[src/design/dtwf_pkg.sv]
// ----------------------------------------------------------------------------
// dtwf_pkg
// Shared types and constants of the densest time window finder.
// ----------------------------------------------------------------------------
package dtwf_pkg;

  localparam int TIME_W = 48;
  localparam int NODE_W = 10;
  localparam int TYPE_W = 16;
  localparam int CNT_OUT_W = 11;
  localparam int IDX_OUT_W = 24;
  localparam int CFG_IDX_W = 3;
  localparam int CFG_DATA_W = 48;

  typedef enum logic [CFG_IDX_W-1:0] {
    CFG_MAX_SPAN = 3'd0,
    CFG_MIN_DISTINCT = 3'd1,
    CFG_REQ_A = 3'd2,
    CFG_REQ_B = 3'd3,
    CFG_REP_A = 3'd4,
    CFG_REP_B = 3'd5
  } cfg_reg_t;

  typedef enum logic [1:0] {
    KIND_BEST = 2'd0,
    KIND_TIE = 2'd1,
    KIND_NONE = 2'd2
  } result_kind_t;

  typedef struct packed {
    logic clr_step;
    logic capture;
    logic head_rd;
    logic clr_ovf;
    logic judge;
    logic final_j;
    logic ev_rd;
    logic ev_wr;
    logic set_ovf;
    logic ins;
    logic inc;
    logic run_clear;
  } dtwf_cmd_t;

  typedef struct packed {
    logic clr_done;
    logic occ_zero;
    logic over_span;
    logic full;
    logic room;
    logic item_last;
  } dtwf_stat_t;

endpackage

[src/design/dtwf_ctrl.sv]
// ----------------------------------------------------------------------------
// dtwf_ctrl
// Sequencer: clearing pass, span check, judgement, eviction, insertion, drain.
// ----------------------------------------------------------------------------
module dtwf_ctrl import dtwf_pkg::*; (
  input  logic       clk,
  input  logic       rst_n,
  input  logic       in_valid,
  output logic       in_ready,
  input  dtwf_stat_t stat,
  output dtwf_cmd_t  cmd
);

  typedef enum logic [10:0] {
    S_CLEAR = 11'b000_0000_0001,
    S_IDLE  = 11'b000_0000_0010,
    S_HEAD  = 11'b000_0000_0100,
    S_SPAN  = 11'b000_0000_1000,
    S_JUDGE = 11'b000_0001_0000,
    S_EV_RD = 11'b000_0010_0000,
    S_EV_WR = 11'b000_0100_0000,
    S_INS   = 11'b000_1000_0000,
    S_INC   = 11'b001_0000_0000,
    S_FINAL = 11'b010_0000_0000,
    S_DRAIN = 11'b100_0000_0000
  } state_t;

  state_t state_r, state_nxt;
  logic   judged_r, judged_nxt;
  logic   drain_r, drain_nxt;
  logic   force_r, force_nxt;

  always_comb begin
    state_nxt  = state_r;
    judged_nxt = judged_r;
    drain_nxt  = drain_r;
    force_nxt  = force_r;
    cmd        = '0;
    in_ready   = 1'b0;
    unique case (state_r)
      S_CLEAR: begin
        cmd.clr_step = 1'b1;
        if (stat.clr_done) begin
          state_nxt = S_IDLE;
        end
      end
      S_IDLE: begin
        in_ready = 1'b1;
        if (in_valid) begin
          cmd.capture = 1'b1;
          judged_nxt  = 1'b0;
          state_nxt   = S_HEAD;
        end
      end
      S_HEAD: begin
        cmd.head_rd = 1'b1;
        state_nxt   = S_SPAN;
      end
      S_SPAN: begin
        if (stat.over_span) begin
          state_nxt = judged_r ? S_EV_RD : S_JUDGE;
        end else begin
          cmd.clr_ovf = judged_r && stat.occ_zero;
          if (stat.full) begin
            force_nxt = 1'b1;
            state_nxt = S_EV_RD;
          end else begin
            state_nxt = S_INS;
          end
        end
      end
      S_JUDGE: begin
        if (stat.room) begin
          cmd.judge  = 1'b1;
          judged_nxt = 1'b1;
          state_nxt  = S_SPAN;
        end
      end
      S_EV_RD: begin
        cmd.ev_rd = 1'b1;
        state_nxt = S_EV_WR;
      end
      S_EV_WR: begin
        cmd.ev_wr = 1'b1;
        if (force_r) begin
          cmd.set_ovf = 1'b1;
          force_nxt   = 1'b0;
          state_nxt   = S_INS;
        end else if (drain_r) begin
          state_nxt = S_DRAIN;
        end else begin
          state_nxt = S_HEAD;
        end
      end
      S_INS: begin
        cmd.ins   = 1'b1;
        state_nxt = S_INC;
      end
      S_INC: begin
        cmd.inc   = 1'b1;
        state_nxt = stat.item_last ? S_FINAL : S_IDLE;
      end
      S_FINAL: begin
        if (stat.room) begin
          cmd.judge   = 1'b1;
          cmd.final_j = 1'b1;
          drain_nxt   = 1'b1;
          state_nxt   = S_DRAIN;
        end
      end
      S_DRAIN: begin
        if (stat.occ_zero) begin
          cmd.run_clear = 1'b1;
          drain_nxt     = 1'b0;
          state_nxt     = S_IDLE;
        end else begin
          cmd.head_rd = 1'b1;
          state_nxt   = S_EV_RD;
        end
      end
      default: state_nxt = S_CLEAR;
    endcase
  end

  always_ff @(posedge clk) begin
    if (!rst_n) begin
      state_r  <= S_CLEAR;
      judged_r <= 1'b0;
      drain_r  <= 1'b0;
      force_r  <= 1'b0;
    end else begin
      state_r  <= state_nxt;
      judged_r <= judged_nxt;
      drain_r  <= drain_nxt;
      force_r  <= force_nxt;
    end
  end

endmodule

[config.mk]
export PLATFORM = sky130hd
export DESIGN_NAME = dtwf_ctrl
export DESIGN_NICKNAME = d
export VERILOG_FILES = /design/src/design/dtwf_pkg.sv /design/src/design/dtwf_ctrl.sv
export SDC_FILE = /design/constraint.sdc
export NUM_CORES = 1
export LEC_CHECK = 0
export ABC_AREA = 0
export BUFFER_PORTS_ARGS = -buffer_cell sky130_fd_sc_hd__buf_2
export CAP_MARGIN = 0
export CELL_PAD_IN_SITES_DETAIL_PLACEMENT = 2
export CELL_PAD_IN_SITES_GLOBAL_PLACEMENT = 2
export CORE_ASPECT_RATIO = 0.6
export CORE_UTILIZATION = 32
export DETAILED_ROUTE_END_ITERATION = 10
export GPL_TIMING_DRIVEN = 0
export PLACE_DENSITY = 0.8
export SYNTH_ARGS = -nofsm -noshare
export SYNTH_HDL_FRONTEND = slang
export SYNTH_SLANG_ARGS = --single-unit
[constraint.sdc]
create_clock -name clk -period 3.07 [get_ports clk]
set_input_delay 0.307 -clock clk [delete_from_list [all_inputs] [get_ports clk]]
set_output_delay 0.307 -clock clk [all_outputs]
set_load 0.02 [all_outputs]
==> results of run 1 <==
==> worst max-delay path, stage by stage (launching register included) <==
cell and delay [ns]:
dfxtp_1 0.31, buf_6 0.13, nor4_1 0.90, and4_1 0.45, nor2_1 0.10, nor2_1 0.09
buf_2 0.16
==> final timing paths <==
path | to | from | slack (ns) | cells after the start
worst max-delay path | cmd[7] | state_r[0] | 0.36 | 6
worst min-delay path | state_r[9] | stat[0] | 0.35 | 3
worst max register to register | state_r[3] | state_r[0] | 0.71 | 6
worst min register to register | force_r | force_r | 0.54 | 2
==> cells by family (layout without fill, tap and decap cells) <==
logic type,count (synthesis),count (layout),share of synthesized area [%]
simple gates,71,71,43.0
compound gates,24,24,17.5
flops,14,14,29.2
buf+inv,11,36,6.39
xor+xnor,2,2,1.83
mux,2,2,2.09
==> layout make-up <==
class	instances	area share [%]
Tap cell	40	4.28
Buffer	6	3.64
Timing Repair Buffer	21	8.98
Multi-Input combinational cell	99	52.8
Clock buffer	4	4.71
Sequential cell	14	24.0
Inverter	5	1.60
==> through the flow <==
step	worst slack, ns	hold slack (ns)	power, uW
finish	0.360	0.348	510
global route	0.280	0.394	533
CTS	0.407	0.349	515
detailed placement	0.726	0.528	324
global placement	0.738	0.539	320
floorplan	1.09	0.425	285
==> sequential cells by signal (all words and copies together) (netlist names) <==
name      cells
drain_r       1
state_r      11
force_r       1
judged_r      1
==> cells in the mapped netlist, drive strengths merged <==
| cell type | n |
|---|---|
| a21boi | 1 |
| a21o | 1 |
| or3 | 1 |
| nand2b | 2 |
| a31oi | 1 |
| nor3 | 11 |
| dfxtp | 14 |
| o22ai | 2 |
| mux2i | 2 |
| a22oi | 3 |
| nor4b | 3 |
| inv | 5 |
| nor3b | 2 |
| nor2b | 5 |
| a221oi | 1 |
| nand3 | 2 |
| nor4 | 3 |
| buf | 3 |
| and4 | 1 |
| xor2 | 2 |
| nand3b | 1 |
| or4b | 4 |
| o211ai | 2 |
| a211oi | 1 |
| nand4 | 1 |
| o21ai | 5 |
| or4 | 2 |
| clkbuf | 3 |
| a21oi | 5 |
| nand2 | 8 |
| nor2 | 18 |
| o21a | 2 |
| and3 | 5 |
| and2 | 2 |
==> power groups by stage <==
stage	logic, uW	clock network [uW]	registers [uW]
6_report	133	187	189
5_1_grt	145	199	190
4_1_cts	134	191	189
3_5_place_dp	131	0	193
3_3_place_gp	127	0	193
2_1_floorplan	91.9	0	193
==> metal layers <==
layer / wire length, um / track usage (%)
met3: 123 / 4.78
met4: 27 / 5.88
met2: 1540 / 39.6
met5: 0 / 0
met1: 1700 / 32.4
==> metrics.csv, run 1 <==
stage;metric;value;unit
layout;final_common_cell;buf_2;
power;leakagePower;0.000491;uW
die;fp.dieW;72.7;um
global_route;grt_util_all_layers;23.9;%
power;p_int;352;uW
clock_tree;cts_hold_buf;0;
detailed_routing;drt_wl_total;3390;um
global_route;antenna_found_initial;0;
layout;area_growth;21.9;%
clock_tree;cts.reportedPaths.clkPinSlew;0.06;ns
layout;regArea;280;um2
placement;place_congestion;0.779;
timing;tightest_slew;1.07;ns
clock_tree;post_cts_buffers;0;
timing;hold_viol;0;
die;rows;14;
timing;setup_tns;0;ns
layout;fin_area;1170;um2
worst_setup_path;crit_fanout;9;
synthesis;syn-cell-area;960;um2
detailed_routing;ant_nets;0;
clock_tree;cts_resized;0;
worst_setup_path;crit_type;register to output port;
synthesis;synth_nets;133;
worst_setup_path;cp-start-kind;register;
synthesis;yosys_warnings;0;
placement;dp.final_hpwl;2660;um
clock_tree;cts-htree-levels;1;
layout;final_util;43.9;%
min_path;hold_path_class;primary input to register;
synthesis;syn_inst;124;
timing;fmax;369;MHz
synthesis;ys_ff_latch;14;
global_route;grt_max_degree;10;
placement;dp_cells;185;
global_route;grt_pass1_wl;5610;um
detailed_routing;wl_per_cell;17.9;um
detailed_routing;viasPerCell;5.53;
clock_tree;cts_made_buffers;3;
die;core;2660;um2
die;die_h;44.4;um
die;dieArea;3230;um2
layout;layout_common_cells;buf_2, nor2_1, dfxtp_1;
detailed_routing;drt_iter0_markers;77;
die;num_io_pins;22;
clock_tree;clockRootBuffer;clkbuf_8;
timing;finalSetupViolCount;0;
timing;slew_viol_final;0;
die;start_util;36.0;%
timing;period_share;88.3;%
clock_tree;worstSkewPairLatency;0.25;ns
timing;finClkSkew;0.00163;ns
power;power.switching;158;uW
placement;port_buffers;21;
worst_setup_path;worstPathArrival;2.40;ns
layout;drive_gt1_share;26.8;%
power;peakVddDrop;126;uV
global_route;overflow;0;
timing;relSlewSlack;28.0;%
synthesis;synth_top_cell_by_area;dfxtp_1;
power;power_density;436;nW/um2
detailed_routing;via_count;1045;
layout;multi_input_area;618;um2
synthesis;synth_area_per_cell;7.74;um2
timing;rsz0062_at_grt;no;
synthesis;yosysTopAreaCellShare;29.2;%
global_route;first_global_vias;1074;
placement;dpl_cell_area;1110;um2
layout;final_nets;159;
power;p_seq_share;37.1;%
synthesis;synth_cell_type_count;39;
power;p_comb_share;26.2;%
detailed_routing;drc;0;
synthesis;synthTopCellsByArea;dfxtp_1, nor2_1, nor3_1;
timing;min_period;2.71;ns
clock_tree;cts_sinks;14;
detailed_routing;drtPass1Iterations;4;
layout;fin_cells;189;
power;p_clk_share;36.7;%
synthesis;seq_area_frac_synth;29.2;%
layout;n_fill_cell;322;
power;p_sw_share;30.9;%
run;drv_cap;0;
clock_tree;tritoncts;done;
status;status;finished clean;
clock_tree;clockBufferDepth;2;
worst_setup_path;critPathRequiredTime;2.76;ns
layout;antenna-diode-count;0;
worst_setup_path;crit_path_end_kind;output port;
Note: power is estimated with default switching activity, not from simulation.
==> inputs of run 2 (changes only) <==
--- a/config.mk
+++ b/config.mk
@@ -12,9 +12,10 @@
 export CELL_PAD_IN_SITES_GLOBAL_PLACEMENT = 2
 export CORE_ASPECT_RATIO = 0.6
 export CORE_UTILIZATION = 32
+export CTS_BUF_LIST = sky130_fd_sc_hd__clkbuf_16
 export DETAILED_ROUTE_END_ITERATION = 10
 export GPL_TIMING_DRIVEN = 0
-export PLACE_DENSITY = 0.8
+export PLACE_DENSITY = 0.85
 export SYNTH_ARGS = -nofsm -noshare
 export SYNTH_HDL_FRONTEND = slang
 export SYNTH_SLANG_ARGS = --single-unit
==> metrics.csv, run 2 (same netlist as run 1, synthesis figures left out) <==
stage;metric;value;unit;change
status;status;finished clean;;
power;p_sw_share;28.4;%;-2.5 points
global_route;grt_max_degree;10;;unchanged
detailed_routing;drc;0;;unchanged
die;start_util;36.0;%;unchanged
detailed_routing;dr_wl_met2;1740;um;+13%
min_path;whs_path_depth;2;;-1
detailed_routing;drt_wl_total;3600;um;+6.1%
worst_setup_path;crit_path_end_kind;output port;;
global_route;grt_pass1_wl;5890;um;+5.0%
power;p_clk_share;43.1;%;+6.4 points
timing;tightest_slew;1.07;ns;+0.00433 ns
timing;worst_hold_slack;0.390;ns;+0.0420 ns
worst_setup_path;cp_cell_sequence;buf_6, nor4_1, nand2_1, nor3_1, buf_2;;
timing;min_period;2.71;ns;-0.00341 ns
layout;drive_gt1_share;26.2;%;-0.67 points
global_route;grt_util_all_layers;25.5;%;+1.6 points
placement;place_congestion;0.789;;+1.3%
timing;relSlewSlack;27.7;%;-0.29 points
min_path;hp-start;rst_n;;
detailed_routing;met1_length;1780;um;+4.7%
die;core;2660;um2;unchanged
die;num_io_pins;22;;unchanged
power;peakVddDrop;302;uV;+140%
worst_setup_path;cp-start-kind;register;;
die;dieArea;3230;um2;unchanged
layout;largest_register_ffs;11;;unchanged
power;power_density;481;nW/um2;+10%
clock_tree;clockBufferDepth;2;;unchanged
layout;final_nets;159;;unchanged
timing;rsz0062_at_grt;no;;
clock_tree;cts_sinks;14;;unchanged
clock_tree;clockRootBuffer;clkbuf_16;;
detailed_routing;wl_per_cell;19.0;um;+6.1%
placement;port_buffers;21;;unchanged
min_path;hold_path_class;primary input to register;;
power;p_int;411;uW;+17%
clock_tree;tritoncts;done;;
die;rows;14;;unchanged
timing;finClkSkew;0.00199;ns;+0.000358 ns
power;p_seq_share;33.1;%;-4.0 points
detailed_routing;ant_nets;0;;unchanged
timing;period_share;88.2;%;-0.11 points
worst_setup_path;critPathRequiredTime;2.76;ns;about the same
worst_setup_path;slowest_stage;nor4_1;;
power;p_comb_share;23.8;%;-2.4 points
worst_setup_path;critPathMaxStageDelay;0.90;ns;about the same
global_route;overflow;0;;unchanged
worst_setup_path;reg2reg_to;state_r[3];;
layout;layout_common_cells;buf_2, nor2_1, dfxtp_1;;
power;power.switching;163;uW;+3.5%
layout;area_growth;24.4;%;
clock_tree;cts.reportedPaths.clkPinSlew;0.05;ns;about the same
worst_setup_path;reg2reg_slack;0.72;ns;about the same
clock_tree;cts_hold_buf;0;;unchanged
worst_setup_path;reg2reg_from;state_r[0];;
worst_setup_path;reg2reg_depth;6;;unchanged
clock_tree;cts_resized;0;;unchanged
clock_tree;cts-htree-levels;1;;unchanged
die;fp.dieW;72.7;um;unchanged
timing;fmax;370;MHz;+0.13%
die;die_h;44.4;um;unchanged
detailed_routing;wl_met3;54;um;-56%
detailed_routing;via_count;1044;;-0.096%
layout;final_common_cell;buf_2;;
worst_setup_path;crit_type;register to output port;;
layout;antenna-diode-count;0;;unchanged
clock_tree;worstSkewPairLatency;0.24;ns;about the same
placement;dp.final_hpwl;2690;um;+1.1%
global_route;antenna_found_initial;0;;unchanged
detailed_routing;drt_iter0_markers;59;;-23%
clock_tree;cts_made_buffers;3;;unchanged
timing;hold_viol;0;;unchanged
detailed_routing;top_layer;met4;;
timing;finalSetupViolCount;0;;unchanged
clock_tree;post_cts_buffers;0;;unchanged
min_path;whs_endpoint;drain_r;;
power;leakagePower;0.000501;uW;+2.0%
worst_setup_path;worstPathArrival;2.40;ns;about the same
run;drv_cap;0;;unchanged
detailed_routing;drtPass1Iterations;3;;-1
timing;slew_viol_final;0;;unchanged
worst_setup_path;crit_fanout;9;;unchanged
global_route;first_global_vias;1108;;+3.2%
detailed_routing;viasPerCell;5.52;;about the same
timing;setup_tns;0;ns;unchanged
layout;top_register;state_r;;
==> run 2: changes by cell type in the layout (fill, tap and decap cells not counted) <==
cell       before  now
clkinv_1        0    1
clkbuf_8        4    0
clkbuf_16       0    3
==> run 2: worst max-delay path by stage <==
stage | cells past startpoint | to | startpoint | slack, ns
2_1_floorplan | 5 | cmd[7] | state_r[6] | 1.09
3_3_place_gp | 6 | cmd[7] | state_r[0] | 0.81
3_5_place_dp | 6 | cmd[8] | state_r[4] | 0.81
4_1_cts | 5 | cmd[3] | state_r[0] | 0.41
5_1_grt | 5 | cmd[4] | state_r[0] | 0.19
6_report | 5 | cmd[3] | state_r[0] | 0.36
==> run 2: layer usage <==
metal | vias up | track usage (%)
li1 | 501 | -
met3 | 4 | 5.69
met4 | 0 | 3.92
met2 | 11 | 45.0
met1 | 528 | 33.0
met5 | - | 0
==> run 2: through the flow <==
stage / utilization, % / cells / area [um2] / setup WS (ns) / total power [uW]
4_1_cts: 44.8 / 189 / 1190 / 0.414 / 581
3_5_place_dp: 41.9 / 185 / 1110 / 0.807 / 327
3_3_place_gp: 41.9 / 185 / 1110 / 0.809 / 320
6_report: 44.8 / 189 / 1190 / 0.364 / 575
2_1_floorplan: - / 124 / 960 / 1.09 / 285
5_1_grt: 44.8 / 189 / 1190 / 0.194 / 600
==> run 2: critical path: cells and delay by family, from the launching register on <==
kind	cells	cell delay (ns)
buf+inv	2	0.36
flops	1	0.31
simple gates	3	1.49
==> run 2: cell type report <==
class                   count  area (um2)
repair buffers             21         105
plain buffers               6        42.5
flip-flops and latches     14         280
multi-input cells          99         618
clock buffers               3        75.1
fillers                   330        1470
well taps                  40        50.0
clock inverters             1        3.75
inverters                   5        18.8
==> run 2: power groups by stage <==
stage / Sequential (uW) / Combinational, uW / Clock (uW)
3_3_place_gp: 193 / 127 / 0
4_1_cts: 190 / 136 / 255
3_5_place_dp: 194 / 134 / 0
2_1_floorplan: 193 / 91.9 / 0
5_1_grt: 190 / 147 / 263
6_report: 190 / 137 / 248
